File: src/hdl/lkv_pkg.sv
// ----------------------------------------------------------------------------
// lkv_pkg: shared types and constants for the LRU key-value cache
// Field widths, command codes and the per-cell entry and control records.
// ----------------------------------------------------------------------------
`default_nettype none

package lkv_pkg;

    localparam int KEY_W = 32;
    localparam int VAL_W = 32;
    localparam int CAP_W = 5;

    // capacity register value after reset
    localparam logic [CAP_W-1:0] CAP_RESET = CAP_W'(16);

    // request opcodes
    typedef enum logic
    {
        CMD_GET = 1'b0,
        CMD_PUT = 1'b1
    } cmd_t;

    // one cache entry as seen by its neighbor
    typedef struct packed
    {
        logic                    valid;
        logic signed [KEY_W-1:0] key;
        logic signed [VAL_W-1:0] value;
    } entry_t;

    // control broadcast to every cell
    typedef struct packed
    {
        logic step;   // a request is taken this cycle
        logic hit;    // the key is held somewhere in the chain
        logic put;    // request writes a value
        logic evict;  // store is at capacity, the oldest entry drops off
    } ctl_t;

endpackage : lkv_pkg

`default_nettype wire

File: src/hdl/lkv_req_if.sv
// ----------------------------------------------------------------------------
// lkv_req_if: request channel of the LRU key-value cache
// Valid/ready handshake with a get/put command, key and write value.
// ----------------------------------------------------------------------------
`default_nettype none

interface lkv_req_if;

    logic                valid;
    logic                ready;
    logic                command;
    logic signed [31:0]  lookup_key;
    logic signed [31:0]  write_value;

    modport source
    (
        output valid,
        output command,
        output lookup_key,
        output write_value,
        input  ready
    );

    modport sink
    (
        input  valid,
        input  command,
        input  lookup_key,
        input  write_value,
        output ready
    );

endinterface : lkv_req_if

`default_nettype wire

File: src/hdl/lkv_rsp_if.sv
// ----------------------------------------------------------------------------
// lkv_rsp_if: response channel of the LRU key-value cache
// Valid/ready handshake with the found flag and the read value.
// ----------------------------------------------------------------------------
`default_nettype none

interface lkv_rsp_if;

    logic                valid;
    logic                ready;
    logic                found;
    logic signed [31:0]  read_value;

    modport source
    (
        output valid,
        output found,
        output read_value,
        input  ready
    );

    modport sink
    (
        input  valid,
        input  found,
        input  read_value,
        output ready
    );

endinterface : lkv_rsp_if

`default_nettype wire

File: src/hdl/lru_key_value_cache.sv
// ----------------------------------------------------------------------------
// lru_key_value_cache: fully associative key-value store, LRU replacement
// Response: the found flag and read value are registered when the request is taken.
// Throughput: one request per cycle unless rsp.ready holds off; the cells
// update in the same edge, so the next request sees the previous result.
// Reset: the store is empty and cap_reg is 16; no clearing pass.
// ----------------------------------------------------------------------------
`default_nettype none

module lru_key_value_cache
    import lkv_pkg::*;
#(
    parameter int MAX_ENTRIES = 16
)
(
    input  wire logic             clk,
    input  wire logic             rst_n,
    input  wire logic             cfg_write_en,
    input  wire logic [CAP_W-1:0] cfg_write_data,
    lkv_req_if.sink               req,
    lkv_rsp_if.source             rsp
);

    localparam int CNT_W = $clog2(MAX_ENTRIES + 1);
    localparam int CMP_W = (CNT_W > CAP_W) ? CNT_W : CAP_W;

    logic [CAP_W-1:0]        cap_reg;
    logic [CNT_W-1:0]        count_reg;
    logic [CNT_W-1:0]        count_next;
    logic                    rsp_valid_reg;
    logic                    found_reg;
    logic signed [VAL_W-1:0] read_value_reg;

    logic [CMP_W-1:0]        cap_wide;
    logic [CMP_W-1:0]        eff_cap;
    logic                    accept;
    logic                    is_put;
    ctl_t                    ctl;
    entry_t                  head_entry;

    entry_t                  ents       [MAX_ENTRIES];
    logic                    hit_chain  [MAX_ENTRIES+1];
    logic signed [VAL_W-1:0] val_chain  [MAX_ENTRIES+1];

    // handshake: the response register frees as it is taken
    assign req.ready = !rsp_valid_reg || rsp.ready;
    assign accept    = req.valid && req.ready;
    assign is_put    = (req.command == CMD_PUT);

    // capacity clamped to 1..MAX_ENTRIES
    assign cap_wide = CMP_W'(cap_reg);
    always_comb
    begin
        if (cap_wide == '0)
        begin
            eff_cap = CMP_W'(1);
        end
        else if (cap_wide > CMP_W'(MAX_ENTRIES))
        begin
            eff_cap = CMP_W'(MAX_ENTRIES);
        end
        else
        begin
            eff_cap = cap_wide;
        end
    end

    // broadcast control
    assign ctl.step  = accept;
    assign ctl.hit   = hit_chain[0];
    assign ctl.put   = is_put;
    assign ctl.evict = (CMP_W'(count_reg) >= eff_cap);

    // new most recent entry entering at the head
    assign head_entry.valid = 1'b1;
    assign head_entry.key   = req.lookup_key;
    assign head_entry.value = is_put ? req.write_value : val_chain[0];

    // chain tails
    assign hit_chain[MAX_ENTRIES] = 1'b0;
    assign val_chain[MAX_ENTRIES] = '0;

    // row of cells, index 0 most recent
    for (genvar i = 0; i < MAX_ENTRIES; i++)
    begin : g_cell
        entry_t prev;
        if (i == 0)
        begin : g_head
            assign prev = head_entry;
        end
        else
        begin : g_body
            assign prev = ents[i-1];
        end

        lkv_cell u_cell
        (
            .clk        (clk),
            .rst_n      (rst_n),
            .ctl        (ctl),
            .key        (req.lookup_key),
            .prev_entry (prev),
            .entry      (ents[i]),
            .hit_in     (hit_chain[i+1]),
            .hit_out    (hit_chain[i]),
            .value_in   (val_chain[i+1]),
            .value_out  (val_chain[i])
        );
    end

    // occupancy grows only on an insert that does not evict
    always_comb
    begin
        count_next = count_reg;
        if (accept && is_put && !ctl.hit && !ctl.evict)
        begin
            count_next = count_reg + CNT_W'(1);
        end
    end

    // config, occupancy and response valid
    always_ff @(posedge clk or negedge rst_n)
    begin
        if (!rst_n)
        begin
            cap_reg       <= CAP_RESET;
            count_reg     <= '0;
            rsp_valid_reg <= 1'b0;
        end
        else
        begin
            if (cfg_write_en)
            begin
                cap_reg <= cfg_write_data;
            end
            count_reg <= count_next;
            if (accept)
            begin
                rsp_valid_reg <= 1'b1;
            end
            else if (rsp.ready)
            begin
                rsp_valid_reg <= 1'b0;
            end
        end
    end

    // response payload
    always_ff @(posedge clk)
    begin
        if (accept)
        begin
            found_reg      <= hit_chain[0];
            read_value_reg <= (!is_put && hit_chain[0]) ? val_chain[0] : '0;
        end
    end

    assign rsp.valid      = rsp_valid_reg;
    assign rsp.found      = found_reg;
    assign rsp.read_value = read_value_reg;

endmodule : lru_key_value_cache

`default_nettype wire

File: src/hdl/lkv_cell.sv
// ----------------------------------------------------------------------------
// lkv_cell: one position of the recency-ordered entry chain
// Holds one entry; position in the chain is its recency rank. On an update
// the cell takes its more recent neighbor's entry when the shift reaches it.
// ----------------------------------------------------------------------------
`default_nettype none

module lkv_cell
    import lkv_pkg::*;
(
    input  wire logic                    clk,
    input  wire logic                    rst_n,
    input  wire ctl_t                    ctl,
    input  wire logic signed [KEY_W-1:0] key,
    input  wire entry_t                  prev_entry,
    output entry_t                       entry,
    input  wire logic                    hit_in,
    output logic                         hit_out,
    input  wire logic signed [VAL_W-1:0] value_in,
    output logic signed [VAL_W-1:0]      value_out
);

    logic                    valid_reg;
    logic                    valid_next;
    logic signed [KEY_W-1:0] key_reg;
    logic signed [VAL_W-1:0] value_reg;
    logic                    match;
    logic                    shift;

    // key compare and the hit / value chains toward the head
    assign match     = valid_reg && (key_reg == key);
    assign hit_out   = hit_in | match;
    assign value_out = value_in | (match ? value_reg : '0);

    // shift reaches this cell: up to the hit, through the oldest entry on
    // an evicting insert, or into the first free cell otherwise
    always_comb
    begin
        if (ctl.hit)
        begin
            shift = ctl.step && hit_out;
        end
        else if (ctl.evict)
        begin
            shift = ctl.step && ctl.put && valid_reg;
        end
        else
        begin
            shift = ctl.step && ctl.put && prev_entry.valid;
        end
    end

    assign valid_next = shift ? prev_entry.valid : valid_reg;

    // occupancy
    always_ff @(posedge clk or negedge rst_n)
    begin
        if (!rst_n)
        begin
            valid_reg <= 1'b0;
        end
        else
        begin
            valid_reg <= valid_next;
        end
    end

    // payload
    always_ff @(posedge clk)
    begin
        if (shift)
        begin
            key_reg   <= prev_entry.key;
            value_reg <= prev_entry.value;
        end
    end

    assign entry.valid = valid_reg;
    assign entry.key   = key_reg;
    assign entry.value = value_reg;

endmodule : lkv_cell

`default_nettype wire

File: src/flat_wrapper.sv
// flat-port wrapper written by rule: the top's interface ports become plain ports
module lru_key_value_cache_flat import lkv_pkg::*;
#(
    parameter int MAX_ENTRIES = 16
)
  (clk, rst_n, cfg_write_en, cfg_write_data, req_valid, req_command, req_lookup_key, req_write_value, req_ready, rsp_valid, rsp_found, rsp_read_value, rsp_ready);
  lkv_req_if req_i ();
  lkv_rsp_if rsp_i ();
  input  wire logic clk;
  input  wire logic rst_n;
  input  wire logic cfg_write_en;
  input  wire logic [CAP_W-1:0] cfg_write_data;
  input wire logic [$bits(req_i.valid)-1:0] req_valid;
  input wire logic [$bits(req_i.command)-1:0] req_command;
  input wire logic [$bits(req_i.lookup_key)-1:0] req_lookup_key;
  input wire logic [$bits(req_i.write_value)-1:0] req_write_value;
  output wire logic [$bits(req_i.ready)-1:0] req_ready;
  output wire logic [$bits(rsp_i.valid)-1:0] rsp_valid;
  output wire logic [$bits(rsp_i.found)-1:0] rsp_found;
  output wire logic [$bits(rsp_i.read_value)-1:0] rsp_read_value;
  input wire logic [$bits(rsp_i.ready)-1:0] rsp_ready;
  assign req_i.valid = req_valid;
  assign req_i.command = req_command;
  assign req_i.lookup_key = req_lookup_key;
  assign req_i.write_value = req_write_value;
  assign req_ready = req_i.ready;
  assign rsp_valid = rsp_i.valid;
  assign rsp_found = rsp_i.found;
  assign rsp_read_value = rsp_i.read_value;
  assign rsp_i.ready = rsp_ready;
  lru_key_value_cache #(.MAX_ENTRIES(MAX_ENTRIES)) u_core (.clk(clk), .rst_n(rst_n), .cfg_write_en(cfg_write_en), .cfg_write_data(cfg_write_data), .req(req_i), .rsp(rsp_i));
endmodule
File: config.mk
export PLATFORM = sky130hd
export DESIGN_NAME = lru_key_value_cache_flat
export DESIGN_NICKNAME = d
export VERILOG_FILES = /design/src/hdl/lkv_pkg.sv /design/src/hdl/lkv_req_if.sv /design/src/hdl/lkv_rsp_if.sv /design/src/hdl/lru_key_value_cache.sv /design/src/hdl/lkv_cell.sv /design/src/flat_wrapper.sv
export SDC_FILE = /design/constraint.sdc
export NUM_CORES = 1
export LEC_CHECK = 0
export BUFFER_PORTS_ARGS = -buffer_cell sky130_fd_sc_hd__buf_2
export CAP_MARGIN = 20
export CORE_UTILIZATION = 49
export CTS_CLUSTER_DIAMETER = 120
export DETAILED_ROUTE_END_ITERATION = 16
export GPL_TIMING_DRIVEN = 0
export PLACE_DENSITY = 0.71
export SLEW_MARGIN = 20
export SYNTH_ARGS = -nofsm -noshare
export SYNTH_HDL_FRONTEND = slang
export SYNTH_SLANG_ARGS = --single-unit
export TNS_END_PERCENT = 10
File: constraint.sdc
create_clock -name clk -period 10.4 [get_ports clk]
set_input_delay 0 -clock clk [delete_from_list [all_inputs] [get_ports clk]]
set_output_delay 0 -clock clk [all_outputs]
set_load 0.02 [all_outputs]
==> impl_metrics.json <==
{
  "status": "finished clean",
  "antenna_found_initial": 2,
  "dpl.hpwl_mm": 87.1,
  "finalCriticalPeriod_ps": 5180,
  "maxCapViolations": 0,
  "die_w_um": 300,
  "nNetsFinal": 2990,
  "yosysMostFrequentCell": "edfxtp_1",
  "fin_skew_ps": 42.6,
  "clock_latency_ps": 700,
  "n_fill_cell": 6378,
  "hp-class": "input pin to flop",
  "post_cts_buffers": 0,
  "placed_cells": 3870,
  "grt_pass1_wl_mm": 179,
  "routed_wl_mm": 126,
  "postSynthAreaPerCell_um2": 17.0,
  "fin_setup_tns_ps": 0,
  "synth_top_area_share_pct": 73.0,
  "die_h_um": 300,
  "synth_cells": 2551,
  "multiInputGateArea_um2": 10000,
  "power.leakage_nw": 17.5,
  "rsz0062_at_grt": "false",
  "synth-seq-cells": 1084,
  "crit_required_ps": 10890,
  "grt_pass1_vias": 25900,
  "fin_area_um2": 51500,
  "clkPwrFrac_pct": 37.3,
  "vias": 25800,
  "critPathMaxFanout": 10,
  "critPathCaptureType": "flop",
  "drt_first_pass_iters": 6,
  "overflow": 0,
  "rows": 108,
  "cts.sinks": 1084,
  "max_freq_mhz": 193,
  "syn_area_um2": 43500,
  "syn_to_final_growth_pct": 18.3,
  "ys_seq_area_share_pct": 74.5,
  "timing_worst_setup_path_type": "flop to flop",
  "ys.flop_type": "edfxtp_1",
  "drc": 0,
  "ys_async_sr_fraction_pct": 2.49,
  "cts_tree": "done",
  "power_switching_mw": 2.59,
  "cts.path.max_buffers": 3,
  "seq_power_share_pct": 52.3,
  "area.sequential_um2": 32400,
  "period_share_pct": 49.8,
  "combPwrFrac_pct": 10.4,
  "routabilityCongestion": 0.944,
  "p_int_mw": 7.86,
  "grt_max_degree": 50,
  "clk_pin_slew_ps": 70,
  "ant_nets": 0,
  "maxSlewHeadroom_pct": 11.1,
  "cts_root_buf": "clkbuf_16",
  "placedInstanceArea_um2": 47100,
  "drt-wirelength-per-cell_um": 30.4,
  "synth.area.top_cells": "edfxtp_1 (73%), xor2_1 (8.3%), a22oi_1 (3.4%)",
  "synth_nets": 2632,
  "grt_util_all_layers_pct": 28.0,
  "switching_share_pct": 24.8,
  "via_per_inst": 6.22,
  "cts.htree.levels": 3,
  "tightestPinTransition_ps": 1330,
  "cellPowerDensity_nw_per_um2": 203,
  "drtIter0Drc": 4106,
  "timing.final.hold_violations": 0,
  "peakVddDrop_uv": 180,
  "maxSlewViolCount": 0,
  "fin_cells": 4155,
  "yosys-top-cells-count": "edfxtp_1 (1,057), xor2_1 (414), a22oi_1 (198)",
  "drive_above_1_share_pct": 15.3,
  "numCtsBuffers": 109,
  "start_util_pct": 49.8,
  "worstPathArrival_ps": 5670,
  "setup_viol": 0,
  "place.port_buffers": 108,
  "pin_count": 110,
  "startpoint_type": "flop",
  "fp.coreArea_um2": 87300,
  "dieArea_um2": 90000,
  "yosysWarnings": 0,
  "yosysTopAreaCell": "edfxtp_1",
  "synth-edff-count": 1057,
  "synth_cell_types": 62
}
## metal layers
layer,track usage (%),wire (um)
met4,13.1,5820
met1,37.8,48000
met2,43.2,57500
met5,0,12
met3,6.74,15000
## power groups by stage
stage               clock network [mW]  logic (mW)  registers [mW]
finish                            3.90        1.08            5.47
global route                      4.07        1.13            5.49
CTS                               3.91        1.07            5.46
detailed placement                   0        1.04            5.54
global placement                     0       0.835            5.65
floorplan                            0       0.537            5.53
## path summary, 6_finish.rpt
| path | from | end | slack (ps) | cells after the start |
|---|---|---|---|---|
| max in group asynchronous | rst_n | u_core.g_cell[5].u_cell.valid_reg | 9830 | 4 |
| min reg2reg | u_core.g_cell[6].u_cell.value_reg[4] | u_core.g_cell[7].u_cell.value_reg[4] | 440 | 0 |
| max reg2reg | u_core.g_cell[11].u_cell.key_reg[3] | u_core.rsp.read_value[22] | 5220 | 11 |
| max | u_core.g_cell[11].u_cell.key_reg[3] | u_core.rsp.read_value[22] | 5220 | 11 |
| min in group asynchronous | rst_n | u_core.rsp.valid | 370 | 4 |
| min | req_lookup_key[27] | u_core.g_cell[0].u_cell.key_reg[27] | 30 | 2 |
## through the flow
stage | worst slack [ps] | util [%] | hold WS [ps] | total power [mW]
after global routing | 5350 | 58.9 | 37.1 | 10.7
after detailed placement | 5460 | 54.0 | 70.7 | 6.58
final | 5220 | 58.9 | 31.9 | 10.4
after floorplan | 2810 | - | -296 | 6.07
after CTS | 5440 | 58.9 | 1.51 | 10.4
after global placement | -2040 | 52.1 | 47.7 | 6.48
## repair_timing
action	in CTS	in global routing
endpoints found under the hold margin	97	0
hold buffers	82	0
setup endpoints to repair	0	0
gates resized for setup	0	0
## placed cells by master (no fill, tap or decap), types with 6 or more instances in the layout
cell / count
buf_16: 45
edfxtp_1: 1057
buf_2: 126
a21oi_1: 20
clkinv_2: 19
nor4_4: 8
o21ai_0: 11
dfrtp_1: 26
buf_6: 36
nand4_1: 72
mux2i_1: 42
nor2_1: 75
nor3_2: 6
a21boi_0: 7
clkinv_1: 28
clkbuf_2: 6
a221oi_1: 30
nand3_1: 49
nand2_1: 29
nor3_1: 22
buf_12: 12
mux2_2: 8
a22oi_1: 198
o21ai_4: 9
xor2_1: 414
dlygate4sd3_1: 81
ha_1: 6
xnor2_1: 100
clkbuf_16: 112
nor4_1: 96
clkbuf_1: 60
inv_1: 41
buf_8: 19
buf_4: 14
a22o_1: 30
bufinv_16: 10
## layout make-up
class | count | area share [%]
Sequential cell | 1084 | 63.0
Multi-Input combinational cell | 1292 | 19.5
Clock buffer | 133 | 5.60
Timing Repair Buffer | 247 | 5.39
Tap cell | 1155 | 2.81
Buffer | 133 | 2.20
Clock inverter | 68 | 1.18
Inverter | 42 | 0.311
Antenna cell | 1 | 0.00486
## kinds of logic after synthesis
family,share of synthesized area [%]
buf+inv,2.94
fa+ha+maj,0.173
xor+xnor,10.4
compound gates,5.77
mux,1.20
simple gates,4.99
flops,74.5
## worst max-delay path: stages (launching register included)
cell	delay [ps]
edfxtp_1	410
xnor2_1	300
nand4_1	150
nor4_1	660
and4_1	300
clkbuf_1	630
clkbuf_1	940
clkbuf_1	990
a22oi_1	150
nand4_1	170
nor2_1	80
nor2_1	200
(Power assumes the default switching activity.)
